`src/sv/gtri_pkg.sv`:
```
// ----------------------------------------------------------------------------
// gtri_pkg
// Shared types, codes and constants of the grid trilinear interpolator.
// ----------------------------------------------------------------------------
package gtri_pkg;

  localparam int SAMPLE_DEPTH_DEFAULT = 4096;
  localparam int FRAC_BITS_DEFAULT    = 16;

  localparam int CFG_IDX_W  = 3;
  localparam int CFG_DATA_W = 32;
  localparam int DIM_W      = 8;
  localparam int SIZE_W     = DIM_W + 1;
  localparam int LIN_W      = 3 * DIM_W + 2;

  localparam logic [CFG_IDX_W-1:0] REG_ORIGIN_X  = 3'd0;
  localparam logic [CFG_IDX_W-1:0] REG_ORIGIN_Y  = 3'd1;
  localparam logic [CFG_IDX_W-1:0] REG_ORIGIN_Z  = 3'd2;
  localparam logic [CFG_IDX_W-1:0] REG_INV_X     = 3'd3;
  localparam logic [CFG_IDX_W-1:0] REG_INV_Y     = 3'd4;
  localparam logic [CFG_IDX_W-1:0] REG_INV_Z     = 3'd5;
  localparam logic [CFG_IDX_W-1:0] REG_GRID_DIMS = 3'd6;
  localparam logic [CFG_IDX_W-1:0] REG_GRID_VLD  = 3'd7;

  localparam logic [1:0] STAT_OK        = 2'd0;
  localparam logic [1:0] STAT_NOT_VALID = 2'd1;
  localparam logic [1:0] STAT_RANGE     = 2'd2;

  localparam logic [31:0] ERR_VALUE = 32'h7FFF_FFFF;

  typedef enum logic [1:0] {
    JOB_LOAD,
    JOB_FIXED,
    JOB_EVAL
  } job_kind_t;

  typedef enum logic [3:0] {
    F_IDLE,
    F_SUB,
    F_MUL,
    F_CLS,
    F_ADR1,
    F_ADR2,
    F_ADR3,
    F_PUSH
  } front_state_t;

  typedef enum logic [1:0] {
    B_IDLE,
    B_RUN,
    B_DONE
  } back_state_t;

  function automatic int job_width(input int addr_w, input int frac_bits);
    return 4 + 32 + 4 * addr_w + 3 * (frac_bits + 1);
  endfunction

endpackage

```
`src/sv/gtri_queue.sv`:
```
// ----------------------------------------------------------------------------
// gtri_queue
// Two-entry job queue between the front and the back.
// ----------------------------------------------------------------------------
module gtri_queue import gtri_pkg::*; #(
  parameter int WIDTH = job_width($clog2(SAMPLE_DEPTH_DEFAULT), FRAC_BITS_DEFAULT)
) (
  input  logic             clk,
  input  logic             rst,
  input  logic             wr,
  input  logic [WIDTH-1:0] wdata,
  output logic             q_full,
  input  logic             rd,
  output logic [WIDTH-1:0] rdata,
  output logic             q_empty
);

  logic [WIDTH-1:0] slot [2];
  logic             wp, rp;
  logic [1:0]       cnt;
  logic             do_wr, do_rd;

  assign q_full  = (cnt == 2'd2);
  assign q_empty = (cnt == 2'd0);
  assign do_wr   = wr && !q_full;
  assign do_rd   = rd && !q_empty;
  assign rdata   = slot[rp];

  always_ff @(posedge clk) begin
    if (do_wr) slot[wp] <= wdata;
  end

  always_ff @(posedge clk) begin
    if (rst) begin
      wp  <= 1'b0;
      rp  <= 1'b0;
      cnt <= '0;
    end else begin
      if (do_wr) wp <= !wp;
      if (do_rd) rp <= !rp;
      cnt <= cnt + 2'(do_wr) - 2'(do_rd);
    end
  end

endmodule

```
`config.mk`:
```
export PLATFORM = sky130hd
export DESIGN_NAME = gtri_queue
export DESIGN_NICKNAME = d
export VERILOG_FILES = /design/src/sv/gtri_pkg.sv /design/src/sv/gtri_queue.sv
export SDC_FILE = /design/constraint.sdc
export NUM_CORES = 1
export LEC_CHECK = 0
export CAP_MARGIN = 20
export CORE_AREA = 2 2 188 190
export CTS_CLUSTER_SIZE = 8
export DETAILED_ROUTE_END_ITERATION = 16
export DIE_AREA = 0 0 190 192
export DONT_BUFFER_PORTS = 1
export GPL_TIMING_DRIVEN = 0
export PLACE_DENSITY = 0.5
export RECOVER_POWER = 50
export SYNTH_ARGS = -nofsm -noshare
export SYNTH_HDL_FRONTEND = slang
export SYNTH_SLANG_ARGS = --single-unit
```
`constraint.sdc`:
```
create_clock -name clk -period 4.6 [get_ports clk]
set_input_delay 0.92 -clock clk [delete_from_list [all_inputs] [get_ports clk]]
set_output_delay 0.92 -clock clk [all_outputs]
set_load 0.01 [all_outputs]
```
==> Word-level counts from Yosys, hierarchy flattened <==
Memories as Yosys holds them, arrays and structs flattened. A register that Yosys moved wholly into a read port is not among the register bits.
Cells that the tools add are included.
{ "totals": {"register_bits": 4, "latch_bits": 0, "mem_bits_rw": 270, "rom_bits": 0, "input_bits": 139, "wordCells": 18, "n_memories": 1} }
{ "memory_table": {"columns": ["memory", "words", "word_bits", "rd", "rd_clocked_by_memory_dff", "write_ports", "line_no", "source"], "rows": [
  ["slot", 2, 135, 1, 1, 1, "gtri_queue.sv:18", "logic [WIDTH-1:0] slot [2];"]
]} }
{ "classes": {"add_sub_neg": 2, "mul": 0, "div": 0, "order_cmp": 0, "n_eq_ne": 1, "shifts": 0, "mux": 4, "bitwise_logic": 0, "n_reduce_logical": 7} }
{ "ops": {"columns": ["operator", "count"], "rows": [
  ["$logic_not 1->1", 4],
  ["$mux 1", 4],
  ["$add 2x1->2", 1],
  ["$eq 2x2->1 const B", 1],
  ["$logic_and 1x1->1", 2],
  ["$logic_not 2->1", 1],
  ["$sub 2x1->2", 1]
]} }

==> Logic depth before layout (Yosys ltp) <==
{ "logic_depth": {"word_depth": 5, "mapped_depth": 8, "mapped_depth_nobuf": 8} }

==> Least setup slack after synthesis <==
No wires, ideal clock.
{ "synth_timing": {"kind": "in2reg", "from": "input port wr", "to": "memory slot[1][0] (netlist bit) (enable)", "setup_ns": 0.511, "arrival_ns": 4.074, "required_time_ns": 4.089, "setup_slack_ns": 0.015, "stages": 1, "n_path_buf": 0, "cell_sequence": "and3_1"} }
{ "synth_via": {"elab_chain_len": 3} }
{ "synth_lines": {"columns": ["element", "line_no", "source"], "rows": [
  ["start: declaration", "gtri_queue.sv:10", "input logic wr,"],
  ["$logic_and 1x1->1", "gtri_queue.sv:25", "assign do_wr = wr && !q_full;"],
  ["$mux 1", "gtri_queue.sv:30", "if (do_wr) slot[wp] <= wdata;"],
  ["$mux 1 (implied by the code)", "gtri_queue.sv:30", null],
  ["end: declaration", "gtri_queue.sv:18", null]
]} }
No other way between the ends.

==> Worst setup path in the final report <==
{ "layout_timing": {"from": "register cnt[0]", "to": "memory slot[1][108] (netlist bit) (enable)"} }
{ "layout_via": {"elab_chain_len": 5} }
{ "layout_lines": {"columns": ["element", "line_no", "source"], "rows": [
  ["start: declaration", "gtri_queue.sv:20", "logic [1:0] cnt;"],
  ["start signal: assignment", "gtri_queue.sv:41", "cnt <= cnt + 2'(do_wr) - 2'(do_rd);"],
  ["$eq 2x2->1", "gtri_queue.sv:23", "assign q_full = (cnt == 2'd2);"],
  ["$logic_not 1->1", "gtri_queue.sv:25", null],
  ["$logic_and 1x1->1", "gtri_queue.sv:25", null],
  ["$mux 1", "gtri_queue.sv:30", null],
  ["$mux 1 (implied by the code)", "gtri_queue.sv:30", null]
]} }
No other way between the ends.

==> metrics.txt <==
status=finished, violations left; failing checks=max-capacitance violations, max-slew violations; cts hold-fix bufs=0; Vias=between 4000 and 5000; Synth Net Count=588; register bit total from synthesis=between 200 and 300; Pre-Repair DR Iteration Count=4; root cell of the clock tree=clkbuf_16; critical path class=reg2reg; FF+latch area=8210 um2; Ports=276; vias in the first global route=4615; Hold Vio Cnt, Final=0; Core ar.=around 34000 um2; Reg clk slew, reported paths=0.05 ns; post-synth cell types=21; dpl cells=a little over 900; detailed placement HPWL=approximately 13 mm; Clock Latency Late Sink=roughly 0.54 ns; Pwr Density=just over 600 nW/um2; Mapped Area=10200 um2; width of the die=190 um; H-tree depth=2; Pins Over Slew Limit=35; DR iter-0 viols=between 150 and 200; cts bufs inserted=40; design area=between 10000 and 15000 um2; Starting Density=29.7%; synth top area cells=edfxtp_1 80%, mux2_2 9.4%, mux2_4 7.4%; RSZ-0062 raised after global routing=no; Synth area leader=edfxtp_1; Worst EP required=4.79 ns; first-pass GRT wire length=approximately 28 mm; Worst Path Arrival=~2.9 ns; clock sinks=between 200 and 300; area grow syn2layout=17.1%; fin crit period=2.74 ns; total congestion overflow=0; total track usage=10.6%; worst slew pin tran=about 1.9 ns; via-per-instance ratio=4.35; CTS tree=built; clk_skew=0.0209 ns; multi-input logic area=approximately 1800 um2; post-synthesis sequential area ratio=80.7%; Fill cells=about 3100; Mapped Cells=447; standard-cell rows=68; ratio of cells with drive above 1 in the final layout=39.6%; diode count=0; Placed Area=10800 um2; DRC errors left=0; largest net degree at the start of global routing=78; GP Congestion=0.675; CP Launch Type=register; Pleak=0.00396 uW; die area=36500 um2; worst vdd ir=between 0.0003 and 0.0004 V; fin crit share=between 50% and 60%; port bufs=0; mean area per synthesized cell=22.7 um2; Chip Height=192 um; initial antenna violation count=0; HP Class=in2reg; setup violators final=0; area share of the largest cell type after synthesis=79.7%; Crit. End Element=register; Routed wire per std cell=20.6 um; Post-CTS Resized=0; Slew HR=-25.1%; fin nets=633; final WL=approximately 20 mm; crit-path max FO=58; non-filler cells, final=957; highest clock rate=364 MHz; Detail Route Antenna Nets=0; Max Cap Violations=1; setup bufs post-CTS=0; clk buf depth=3; Synth Warn #=0
-- cells by family after synthesis --
family	after synthesis	share of synthesized area (%)
AO/OA/AOI/OAI	3	0.172
adder cells (fa/ha/maj)	2	0.246
flip-flops	275	80.7
buffers and inverters	19	1.32
multiplexers	135	16.8
XOR/XNOR	2	0.172
AND/OR/NAND/NOR	11	0.566
-- metal layers --
layer  vias to the layer above  track usage, %  wire, um
met4                         2            6.29       739
met3                        49            6.29      2620
li1                       1846               -         -
met2                       215            17.5      9710
met1                      2049            10.2      6620
met5                         -           0.687        28
-- worst paths after layout --
check / start / to / slack (ns) / cells after the start
setup / recovery: cnt[0] / slot[1][108] / 1.86 / 3
hold / removal: rst / cnt[0] / 0.44 / 1
setup reg to reg: cnt[0] / slot[1][108] / 1.86 / 3
hold reg to reg: wp / wp / 0.48 / 2
-- registers in the layout, summed over array words and instances, names as in the netlist, named ones only --
| name | count |
|---|---|
| wp | 1 |
| rp | 1 |
| slot | 270 |
| cnt | 2 |
-- synthesized netlist by cell type --
cell and instances:
o21ai_0 1, or3_1 1, nand2_1 1, nor3_1 1, nor2b_1 1, mux2_4 50, inv_1 4, nand2b_2 1
dfxtp_1 5, buf_2 8, and3_1 1, a21oi_1 1, mux2_2 85, and2_1 1, buf_6 7, xnor2_1 1
xor2_1 1, edfxtp_1 270, o21a_1 1, ha_1 2, nor2_1 4
-- worst max-delay path: stages (launching register included) --
cell      delay, ns
dfxtp_1        0.38
nand2b_2       0.16
and3_1         1.43
buf_16         0.36
-- metrics by stage --
step | setup WS (ns) | TNS, ns | hold WS [ns] | total power (uW) | utilization, %
floorplan | 0.0145 | 0 | 0.452 | 4610 | -
global placement | -1.57 | -369.00 | 0.468 | 4970 | 31.3
detailed placement | 1.90 | 0 | 0.489 | 4970 | 31.6
CTS | 1.76 | 0 | 0.401 | 7570 | 34.7
global route | 1.61 | 0 | 0.416 | 7770 | 34.7
finish | 1.86 | 0 | 0.444 | 7410 | 34.7
-- cell type report --
type / instances / area share, %
inverter: 4 / 0.168
clock buffer: 49 / 8.87
clock inverter: 3 / 0.210
sequential: 275 / 68.9
multi-input combinational: 153 / 15.3
timing repair buffer: 3 / 0.694
tap: 455 / 4.78
buffer: 15 / 0.998
-- where the power goes --
part           switching (uW)  internal, uW  leakage [uW]
clock                     959          1580      0.000524
combinational             920           664      0.000869
sequential               85.1          3200       0.00256
-- cells in the final DEF, fill, tap and decap left out, types with 4 or more instances in the layout --
master,n
mux2_2,85
dfxtp_1,5
clkbuf_16,41
edfxtp_1,270
buf_6,7
buf_2,8
mux2_4,50
clkbuf_1,8
nor2_1,4
Power figures use the tool's default switching activity.
