## config.mk

```make
export PLATFORM = sky130hd
export DESIGN_NAME = gtri_front
export DESIGN_NICKNAME = d
export VERILOG_FILES = /design/src/sv/gtri_pkg.sv /design/src/sv/gtri_front.sv
export SDC_FILE = /design/constraint.sdc
export NUM_CORES = 2
export LEC_CHECK = 0
export ABC_CLOCK_PERIOD_IN_PS = 13000
export BUFFER_PORTS_ARGS = -buffer_cell sky130_fd_sc_hd__buf_2
export CORE_MARGIN = 2
export CORE_UTILIZATION = 60
export CTS_CLUSTER_DIAMETER = 60
export DETAILED_ROUTE_END_ITERATION = 12
export GPL_ROUTABILITY_DRIVEN = 0
export GPL_TIMING_DRIVEN = 0
export PLACE_DENSITY = 0.78
export SLEW_MARGIN = 10
export SYNTH_ARGS = -nofsm -noshare
export SYNTH_HDL_FRONTEND = slang
export SYNTH_SLANG_ARGS = --single-unit
```

## constraint.sdc

```tcl
create_clock -name clk -period 13 [get_ports clk]
set_input_delay 1.95 -clock clk [delete_from_list [all_inputs] [get_ports clk]]
set_output_delay 1.95 -clock clk [all_outputs]
set_load 0.01 [all_outputs]
```

## src/sv/gtri_pkg.sv

```systemverilog
// ----------------------------------------------------------------------------
// gtri_pkg
// Shared types, codes and constants of the grid trilinear interpolator.
// ----------------------------------------------------------------------------
package gtri_pkg;

  localparam int SAMPLE_DEPTH_DEFAULT = 4096;
  localparam int FRAC_BITS_DEFAULT    = 16;

  localparam int CFG_IDX_W  = 3;
  localparam int CFG_DATA_W = 32;
  localparam int DIM_W      = 8;
  localparam int SIZE_W     = DIM_W + 1;
  localparam int LIN_W      = 3 * DIM_W + 2;

  localparam logic [CFG_IDX_W-1:0] REG_ORIGIN_X  = 3'd0;
  localparam logic [CFG_IDX_W-1:0] REG_ORIGIN_Y  = 3'd1;
  localparam logic [CFG_IDX_W-1:0] REG_ORIGIN_Z  = 3'd2;
  localparam logic [CFG_IDX_W-1:0] REG_INV_X     = 3'd3;
  localparam logic [CFG_IDX_W-1:0] REG_INV_Y     = 3'd4;
  localparam logic [CFG_IDX_W-1:0] REG_INV_Z     = 3'd5;
  localparam logic [CFG_IDX_W-1:0] REG_GRID_DIMS = 3'd6;
  localparam logic [CFG_IDX_W-1:0] REG_GRID_VLD  = 3'd7;

  localparam logic [1:0] STAT_OK        = 2'd0;
  localparam logic [1:0] STAT_NOT_VALID = 2'd1;
  localparam logic [1:0] STAT_RANGE     = 2'd2;

  localparam logic [31:0] ERR_VALUE = 32'h7FFF_FFFF;

  typedef enum logic [1:0] {
    JOB_LOAD,
    JOB_FIXED,
    JOB_EVAL
  } job_kind_t;

  typedef enum logic [3:0] {
    F_IDLE,
    F_SUB,
    F_MUL,
    F_CLS,
    F_ADR1,
    F_ADR2,
    F_ADR3,
    F_PUSH
  } front_state_t;

  typedef enum logic [1:0] {
    B_IDLE,
    B_RUN,
    B_DONE
  } back_state_t;

  function automatic int job_width(input int addr_w, input int frac_bits);
    return 4 + 32 + 4 * addr_w + 3 * (frac_bits + 1);
  endfunction

endpackage

```

## src/sv/gtri_front.sv

```systemverilog
// ----------------------------------------------------------------------------
// gtri_front
// Holds the configuration, accepts beats, maps a point to cell corners,
// fractions and store addresses, and queues one job per beat.
// ----------------------------------------------------------------------------
module gtri_front import gtri_pkg::*; #(
  parameter int SAMPLE_DEPTH = SAMPLE_DEPTH_DEFAULT,
  parameter int FRAC_BITS    = FRAC_BITS_DEFAULT
) (
  input  logic                        clk,
  input  logic                        rst,
  input  logic                        cfg_we,
  input  logic [CFG_IDX_W-1:0]        cfg_index,
  input  logic [CFG_DATA_W-1:0]       cfg_data,
  input  logic                        push,
  output logic                        full,
  input  logic                        cmd,
  input  logic signed [31:0]          point_x,
  input  logic signed [31:0]          point_y,
  input  logic signed [31:0]          point_z,
  input  logic [11:0]                 sample_index,
  input  logic signed [31:0]          sample_value,
  output logic                        q_push,
  input  logic                        q_full,
  output logic [job_width($clog2(SAMPLE_DEPTH), FRAC_BITS)-1:0] q_data
);

  localparam int AW     = $clog2(SAMPLE_DEPTH);
  localparam int FW     = FRAC_BITS + 1;
  localparam int CIDX_W = 65 - 2 * FRAC_BITS;
  localparam logic [FW-1:0] ONE = FW'(1) << FRAC_BITS;
  localparam logic [31:0] DEPTH_32 = 32'(SAMPLE_DEPTH);
  localparam logic [LIN_W-1:0] DEPTH_LIN = LIN_W'(SAMPLE_DEPTH);

  logic signed [31:0] origin [3];
  logic [31:0]        inv [3];
  logic [23:0]        dims;
  logic               gvalid;

  front_state_t state, state_next;

  logic signed [31:0] pnt [3];
  logic [32:0]        mag [3];
  logic               neg [3];
  logic [1:0]         ax;
  logic [64:0]        m_r;
  logic [DIM_W-1:0]   lo [3];
  logic [DIM_W-1:0]   hi [3];
  logic [FW-1:0]      fr [3];
  logic [17:0]        s12;
  logic [16:0]        a1, b1;
  logic [LIN_W-1:0]   a0, b0;

  job_kind_t          j_kind;
  logic [1:0]         j_status;
  logic [AW-1:0]      j_addr, j_dx, j_dy, j_dz;
  logic [31:0]        j_data;

  logic [CIDX_W-1:0]  cidx;
  logic [DIM_W-1:0]   sm1;
  logic [SIZE_W-1:0]  s1, s2;
  logic [LIN_W-1:0]   base, top, diff_x, diff_y, diff_z;
  logic               accept;

  assign accept = push && !full;
  assign q_data = {j_kind, j_status, j_addr, j_data, j_dx, j_dy, j_dz, fr[0], fr[1], fr[2]};

  always_ff @(posedge clk) begin
    if (rst) begin
      origin[0] <= '0;
      origin[1] <= '0;
      origin[2] <= '0;
      inv[0]    <= 32'd65536;
      inv[1]    <= 32'd65536;
      inv[2]    <= 32'd65536;
      dims      <= '0;
      gvalid    <= 1'b0;
    end else if (cfg_we) begin
      case (cfg_index)
        REG_ORIGIN_X:  origin[0] <= cfg_data;
        REG_ORIGIN_Y:  origin[1] <= cfg_data;
        REG_ORIGIN_Z:  origin[2] <= cfg_data;
        REG_INV_X:     inv[0] <= cfg_data;
        REG_INV_Y:     inv[1] <= cfg_data;
        REG_INV_Z:     inv[2] <= cfg_data;
        REG_GRID_DIMS: dims <= cfg_data[23:0];
        REG_GRID_VLD:  gvalid <= cfg_data[0];
        default: ;
      endcase
    end
  end

  always_comb begin
    state_next = state;
    case (state)
      F_IDLE: begin
        if (push) state_next = (cmd && gvalid) ? F_SUB : F_PUSH;
      end
      F_SUB:  state_next = F_MUL;
      F_MUL:  state_next = F_CLS;
      F_CLS:  state_next = (ax == 2'd2) ? F_ADR1 : F_MUL;
      F_ADR1: state_next = F_ADR2;
      F_ADR2: state_next = F_ADR3;
      F_ADR3: state_next = F_PUSH;
      F_PUSH: begin
        if (!q_full) state_next = F_IDLE;
      end
      default: state_next = F_IDLE;
    endcase
  end

  always_comb begin
    full   = (state != F_IDLE);
    q_push = (state == F_PUSH) && !q_full;
  end

  always_ff @(posedge clk) begin
    if (rst) state <= F_IDLE;
    else     state <= state_next;
  end

  always_comb begin
    cidx = m_r[64:2*FRAC_BITS];
    case (ax)
      2'd0:    sm1 = dims[23:16];
      2'd1:    sm1 = dims[15:8];
      default: sm1 = dims[7:0];
    endcase
    s1     = {1'b0, dims[15:8]} + SIZE_W'(1);
    s2     = {1'b0, dims[7:0]} + SIZE_W'(1);
    base   = a0 + LIN_W'(a1) + LIN_W'(lo[2]);
    top    = b0 + LIN_W'(b1) + LIN_W'(hi[2]);
    diff_x = b0 - a0;
    diff_y = LIN_W'(b1) - LIN_W'(a1);
    diff_z = LIN_W'(hi[2]) - LIN_W'(lo[2]);
  end

  always_ff @(posedge clk) begin
    case (state)
      F_IDLE: begin
        if (accept) begin
          pnt[0] <= point_x;
          pnt[1] <= point_y;
          pnt[2] <= point_z;
          if (!cmd) begin
            if (32'(sample_index) < DEPTH_32) begin
              j_kind   <= JOB_LOAD;
              j_status <= STAT_OK;
            end else begin
              j_kind   <= JOB_FIXED;
              j_status <= STAT_RANGE;
            end
            j_addr <= AW'(32'(sample_index));
            j_data <= (32'(sample_index) < DEPTH_32) ? sample_value : 32'd0;
          end else begin
            j_kind   <= JOB_FIXED;
            j_status <= STAT_NOT_VALID;
            j_data   <= ERR_VALUE;
          end
        end
      end
      F_SUB: begin
        for (int a = 0; a < 3; a++) begin
          logic signed [32:0] t;
          t = {pnt[a][31], pnt[a]} - {origin[a][31], origin[a]};
          neg[a] <= t[32];
          mag[a] <= t[32] ? 33'(-t) : 33'(t);
        end
        ax <= 2'd0;
      end
      F_MUL: m_r <= mag[ax] * inv[ax];
      F_CLS: begin
        if (neg[ax] && m_r != '0) begin
          lo[ax] <= '0;
          hi[ax] <= '0;
          fr[ax] <= '0;
        end else if (cidx > CIDX_W'(sm1)) begin
          lo[ax] <= sm1;
          hi[ax] <= sm1;
          fr[ax] <= ONE;
        end else begin
          lo[ax] <= cidx[DIM_W-1:0];
          hi[ax] <= (cidx[DIM_W-1:0] == sm1) ? sm1 : cidx[DIM_W-1:0] + DIM_W'(1);
          fr[ax] <= {1'b0, m_r[2*FRAC_BITS-1:FRAC_BITS]};
        end
        ax <= ax + 2'd1;
      end
      F_ADR1: begin
        s12 <= s1 * s2;
        a1  <= lo[1] * s2;
        b1  <= hi[1] * s2;
      end
      F_ADR2: begin
        a0 <= lo[0] * s12;
        b0 <= hi[0] * s12;
      end
      F_ADR3: begin
        if (top >= DEPTH_LIN) begin
          j_kind   <= JOB_FIXED;
          j_status <= STAT_RANGE;
          j_data   <= ERR_VALUE;
        end else begin
          j_kind   <= JOB_EVAL;
          j_status <= STAT_OK;
          j_addr   <= base[AW-1:0];
          j_dx     <= diff_x[AW-1:0];
          j_dy     <= diff_y[AW-1:0];
          j_dz     <= diff_z[AW-1:0];
        end
      end
      default: ;
    endcase
  end

endmodule

```

* After elaboration in Yosys (flattened, before gate mapping)
Memories as Yosys holds them, arrays and structs flattened. A register that Yosys moved wholly into a read port is not among the register bits. Cells that the tools add are included.
Operators by class: add/subtract/negate cells 17, multiply operators 6, order comparisons 2, eq/ne operators 23, mux-type cells 82, bitwise operators 13, reduce and logical (&&, ||, !) cells 20
Operator list (number):
- two-way mux 32 bit | 9
- two-way mux 33 bit | 3
- negation 33 bit | 3
- subtractor 32 x 32 -> 33 bit | 3
- multiplier 33 x 32 -> 65 bit | 1
- nonzero test 65 bit | 1
- case mux 32 bit (2 select lines) | 1
- two-way mux 1 bit | 43
- two-way mux 8 bit | 5
- two-way mux 12 bit | 3
- two-way mux 17 bit | 2
- greater-than comparator 33 x 8 -> 1 bit | 1
- case mux 4 bit (8 select lines) | 1
- adder 26 x 17 -> 26 bit | 1
- adder 26 x 8 -> 26 bit | 1
- greater-or-equal comparator 26 x 13 -> 1 bit (second input constant) | 1
- multiplier 8 x 18 -> 26 bit | 1
- case mux 12 bit (2 select lines) | 1
- subtractor 12 bit | 2
- adder 8 x 1 -> 9 bit (second input constant) | 2
- multiplier 8 x 18 -> 12 bit | 1
- multiplier 9 x 9 -> 18 bit | 1
- multiplier 8 x 9 -> 17 bit | 1
- == test 4 x 3 -> 1 bit (second input constant) | 4
- other kinds (32) | 71
Word-level totals: flip-flop bits (word level) 265, memory bits (writable) 489, word-level logic and storage cells 188, memories 8
Memory list:
- mag | depth 3, width 33, rd ports 1, clocked after memory_dff 1, write ports 3, RTL line gtri_front.sv:43 | logic [32:0] mag [3];
- inv | depth 3, width 32, rd ports 1, clocked after memory_dff 1, write ports 3, RTL line gtri_front.sv:36 | logic [31:0] inv [3];
- origin | depth 3, width 32, rd ports 3, clocked after memory_dff 0, write ports 3, RTL line gtri_front.sv:35 | logic signed [31:0] origin [3];
- pnt | depth 3, width 32, rd ports 3, clocked after memory_dff 0, write ports 3, RTL line gtri_front.sv:42 | logic signed [31:0] pnt [3];
- fr | depth 3, width 17, rd ports 3, clocked after memory_dff 0, write ports 1, RTL line gtri_front.sv:49 | logic [FW-1:0] fr [3];
- hi | depth 3, width 8, rd ports 3, clocked after memory_dff 0, write ports 1, RTL line gtri_front.sv:48 | logic [DIM_W-1:0] hi [3];
- +2 memories

* Logic depth before layout (Yosys ltp)
depth in word-level cells 9, gate-level depth with buffers 35, depth with buffers taken out 30

* Worst setup path before layout
Ideal clock, no wire load.
path kind register -> register, start register with a tool-made name, end register m_r[64] (data pin), library setup time 0.260 ns, data arrival time 8.826 ns, data required time 12.740 ns, path slack 3.914 ns, cell stages (with the launch flop) 34, cells stage by stage dfxtp_1 > clkbuf_1 > buf_1 > buf_1 > mux2i_1 > o21a_1 > clkbuf_1 > buf_1 > nor2_1 > fa_1 > fa_1 > fa_1 > inv_1 > fa_1 > inv_1 > fa_1 > inv_1 > fa_1 > inv_1 > fa_1 > fa_1 > ha_1 > clkbuf_1 > nand3_1 > nor2_1 > nand2_1 > a2111o_1 > a31oi_1 > a21oi_1 > o2111a_1 > o31ai_1 > a21o_1 > a21oi_1 > xnor2_1
RTL lines:
- to (signal assigned) | RTL line gtri_front.sv:171 | F_MUL: m_r <= mag[ax] * inv[ax];
- to (decl) | RTL line gtri_front.sv:46 | logic [64:0] m_r;

==> summary by stage <==
Outcome
The flow ran to the end, but the final reports show violations. The final reports fail on capacitance limit, slew limit.

Synthesis
After synthesis, the share of flip-flops with an asynchronous set or reset is 0%. The sequential-to-total area share from yosys stat is 27.1%. In this run, synthesis produced a sequential element count of 752. The synthesized design contains 722 enable-type register cells. Synthesis instantiated 83 different standard cells from the library. The post-synthesis average cell area is 9.93 sq um. The most frequently used flop master after synthesis is edfxtp_1. The Yosys step of the flow raised 0 warnings.

The cell count after synthesis came out at 8,288. The cell area after synthesis is 82,300 sq um. The net count of the mapped netlist is 10,300.

Critical path
The critical path is of the flop to flop type. Among all stages on the critical path, the largest delay is contributed by clkdlybuf4s15_1. STA puts the critical path data arrival time at 12.90 ns. By instance count, the cell type seen most on the critical path is fa_1. STA puts the critical path data required time at 13.49 ns. The longest individual stage delay on the worst path is 0.93 ns. STA classifies the critical path endpoint as a flop. The startpoint kind of the worst setup timing path is a flop. The maximum fanout encountered on the critical timing path is 10.

GRT
The initial antenna violation count is 29. The overall overflow remaining after global route is 0. Entering global routing, the biggest net connects 74 pins. In the global route stage, overall resource usage came out at 37.0%.

The first global-routing pass estimated 386,000 microns of wire. The number of global-route vias before repair is 65,100.

Clocking
The number of buffers inserted for hold repair after clock tree synthesis is 0. The later pin in the worst-skew pair is clocked with a latency of 0.78 ns. The buffer levels on the longest clock path is 3. TritonCTS built the clock tree. The clock net in this run drives a total of 752 sinks. The number of buffers created by CTS is 90. The H-tree generated during clock tree synthesis spans 3 levels. The clock-pin slew of the registers on the worst-case setup and hold paths is 0.06 ns.

CTS placed an instance of clkbuf_16 at the clock tree root.

Placement
The wire-length estimate of the detail-placed layout is 207,000 microns. The total cell area at the placement stage is 86,600 sq um. Before CTS, the worst setup slack after placement is 0.553 ns.

The number of buffer cells added on primary ports is 315. The placed cell count is 10,400.

Timing
Setup repair after global routing left no endpoint under its margin. For the pin with the worst max-slew slack, the measured transition is 1.60 ns. Subtracting the final worst setup slack from the clock period gives 12.41 ns. The clock tree skew after final layout is 0.0640 ns. The maximum frequency from static timing analysis is 80.6 MHz. The number of max-slew violations in the final report is 10. The slack of the critical path is 0.590 ns. Headroom to the max-slew limit came out at -7.38%. The number of endpoints with negative hold slack in the final report came to 0.

Setup violations remaining at the end of the flow were counted as 0. Dividing the final minimum period by the clock period gives 95.5%. In the final timing run, aggregate negative setup slack is 0 ns.

Layout
Counting the fill cells in the layout gives 10,300. The final instance area is 90,000 sq um. From synthesis to final layout, the design area changed by 9.37%. Of the cells placed in the final design, the portion with a size suffix greater than 1 is 6.51%.

Leaving out filler cells and counting taps, the final layout contains 10,600. The library cell used most frequently in the layout, excluding fill and tap cells, is inv_1. The net count of the finished layout is 10,700. In the layout the commonest cells are inv_1 (1,423), fa_1 (1,208), nand2_1 (1,017), nor2_1 (776), edfxtp_1 (722).

Routing
The detailed-router iteration count before antenna repair is 11. After detailed routing, the number of vias per cell comes to 6.10. The average routed wire per standard cell is 24.3 microns.

The remaining antenna violation count after routing is 0. The routed layout has 64,600 vias. The routed wire length is 257,000 microns. After detailed routing, the number of remaining DRC violations is 0. The first routing iteration left 7,900 violations.

Die
The die width is 374 microns. The initialized floorplan defines 135 standard-cell rows. The area of the die is 140,000 sq um. The total I/O pin count is 318. In this run the vertical extent of the chip is 374 microns. In this run the standard cell core region covers 136,000 sq um. Once the floorplan was initialized, standard cells occupied 60.6% of the core.

Worst hold path
The min-delay analysis places its worst path in the category flop to flop. The start point of the worst min-delay path is dims[21].

Run
Max-cap violations in this run came to 2.
## routing by layer
layer	part of all wire, %	GRT usage [%]	vias up
met3	15	16.1	1352
met1	34	44.7	31300
met5	0.16	0.995	-
li1	-	-	27300
met4	8.3	23.0	36
met2	42	54.3	4616
## final timing paths
kind,slack [ns],cells after the start,end
worst max register to register,0.59,33,m_r[61]
worst min-delay path,0.46,2,dims[21]
worst max-delay path,0.59,33,m_r[61]
worst min register to register,0.46,2,dims[21]
## cells by family (layout without fill, tap and decap cells)
group	Yosys count	after routing	share of synthesized area, %
and+or+nand+nor	2537	2537	13.8
adders and majority gates	1818	1818	38.7
buffers and inverters	1754	2265	8.03
AOI/OAI and AO/OA	988	988	7.62
DFF	752	752	27.1
xor gates and xnor gates	364	364	3.87
muxes	75	75	0.917
other	0	18	0
## stage by stage
step	hold slack, ns	util (%)
finish	0.463	66.3
global route	0.485	66.2
CTS	0.463	66.2
detailed placement	0.455	63.8
global placement	0.451	63.4
floorplan	0.437	-
## repair_timing
| action | 4_1_cts | 5_1_grt |
|---|---|---|
| setup buffers | 0 | 0 |
| resized for setup | 0 | 4 |
| setup endpoints to repair | 0 | 4 |
## Yosys cell counts, types with 15 or more instances
master    instances  area, sq um
and2_1          287         1800
a21o_1          107          803
nand2b_1         66          413
a211oi_1         43          323
o211ai_1         18          135
and3_1           44          275
nor4_1           24          150
nor3b_1          15          113
o31ai_1          15          113
nand2_1        1017         3820
nor2_1          779         2920
o21bai_1         36          270
mux2i_1          72          721
a21oi_1         298         1490
nand4_1          31          194
inv_1          1424         5350
buf_1            22         82.6
a21boi_0         19          143
nand3_1          68          340
nor2b_1          57          357
o21a_1           96          721
ha_1            610         7630
fa_1           1208        24200
xor2_1          130         1140
edfxtp_1        722        21700
or3_1            19          119
o21ai_0         172          861
clkbuf_1        302         1130
o21ai_1          43          215
dfxtp_1          30          601
a31oi_1          32          200
or2_2            17          106
xnor2_1         234         2050
nor3_1           63          315
## state kept, by name (all words and copies together) (netlist names), 17 cells and up, named ones only
signal  count
mag        99
inv        96
origin     96
pnt        96
m_r        65
fr         51
j_data     32
b0         26
dims       24
hi         24
lo         24
s12        18
b1         17
## worst max-delay path, delay by kind of cell, from the launching register on
family | cells | cell delay [ns]
buf+inv | 10 | 3.71
simple gates | 2 | 0.23
mux | 1 | 0.48
xor+xnor | 1 | 0.18
flops | 1 | 0.32
compound gates | 10 | 3.00
fa+ha+maj | 9 | 4.24
## final cells by class
| type | count | area (sq um) | area share (%) |
|---|---|---|---|
| clock inverter | 72 | 1010 | 1.12 |
| tap | 1781 | 2230 | 2.48 |
| sequential | 752 | 22300 | 24.8 |
| timing repair buffer | 343 | 2020 | 2.24 |
| multi-input combinational | 5782 | 53500 | 59.5 |
| inverter | 1424 | 5350 | 5.94 |
| antenna | 18 | 45.0 | 0.0500 |
| clock buffer | 96 | 2270 | 2.53 |
| buffer | 330 | 1270 | 1.42 |
Power is not shown: default switching activity piles up to over one toggle a cycle in this logic, so the estimate is an artifact.
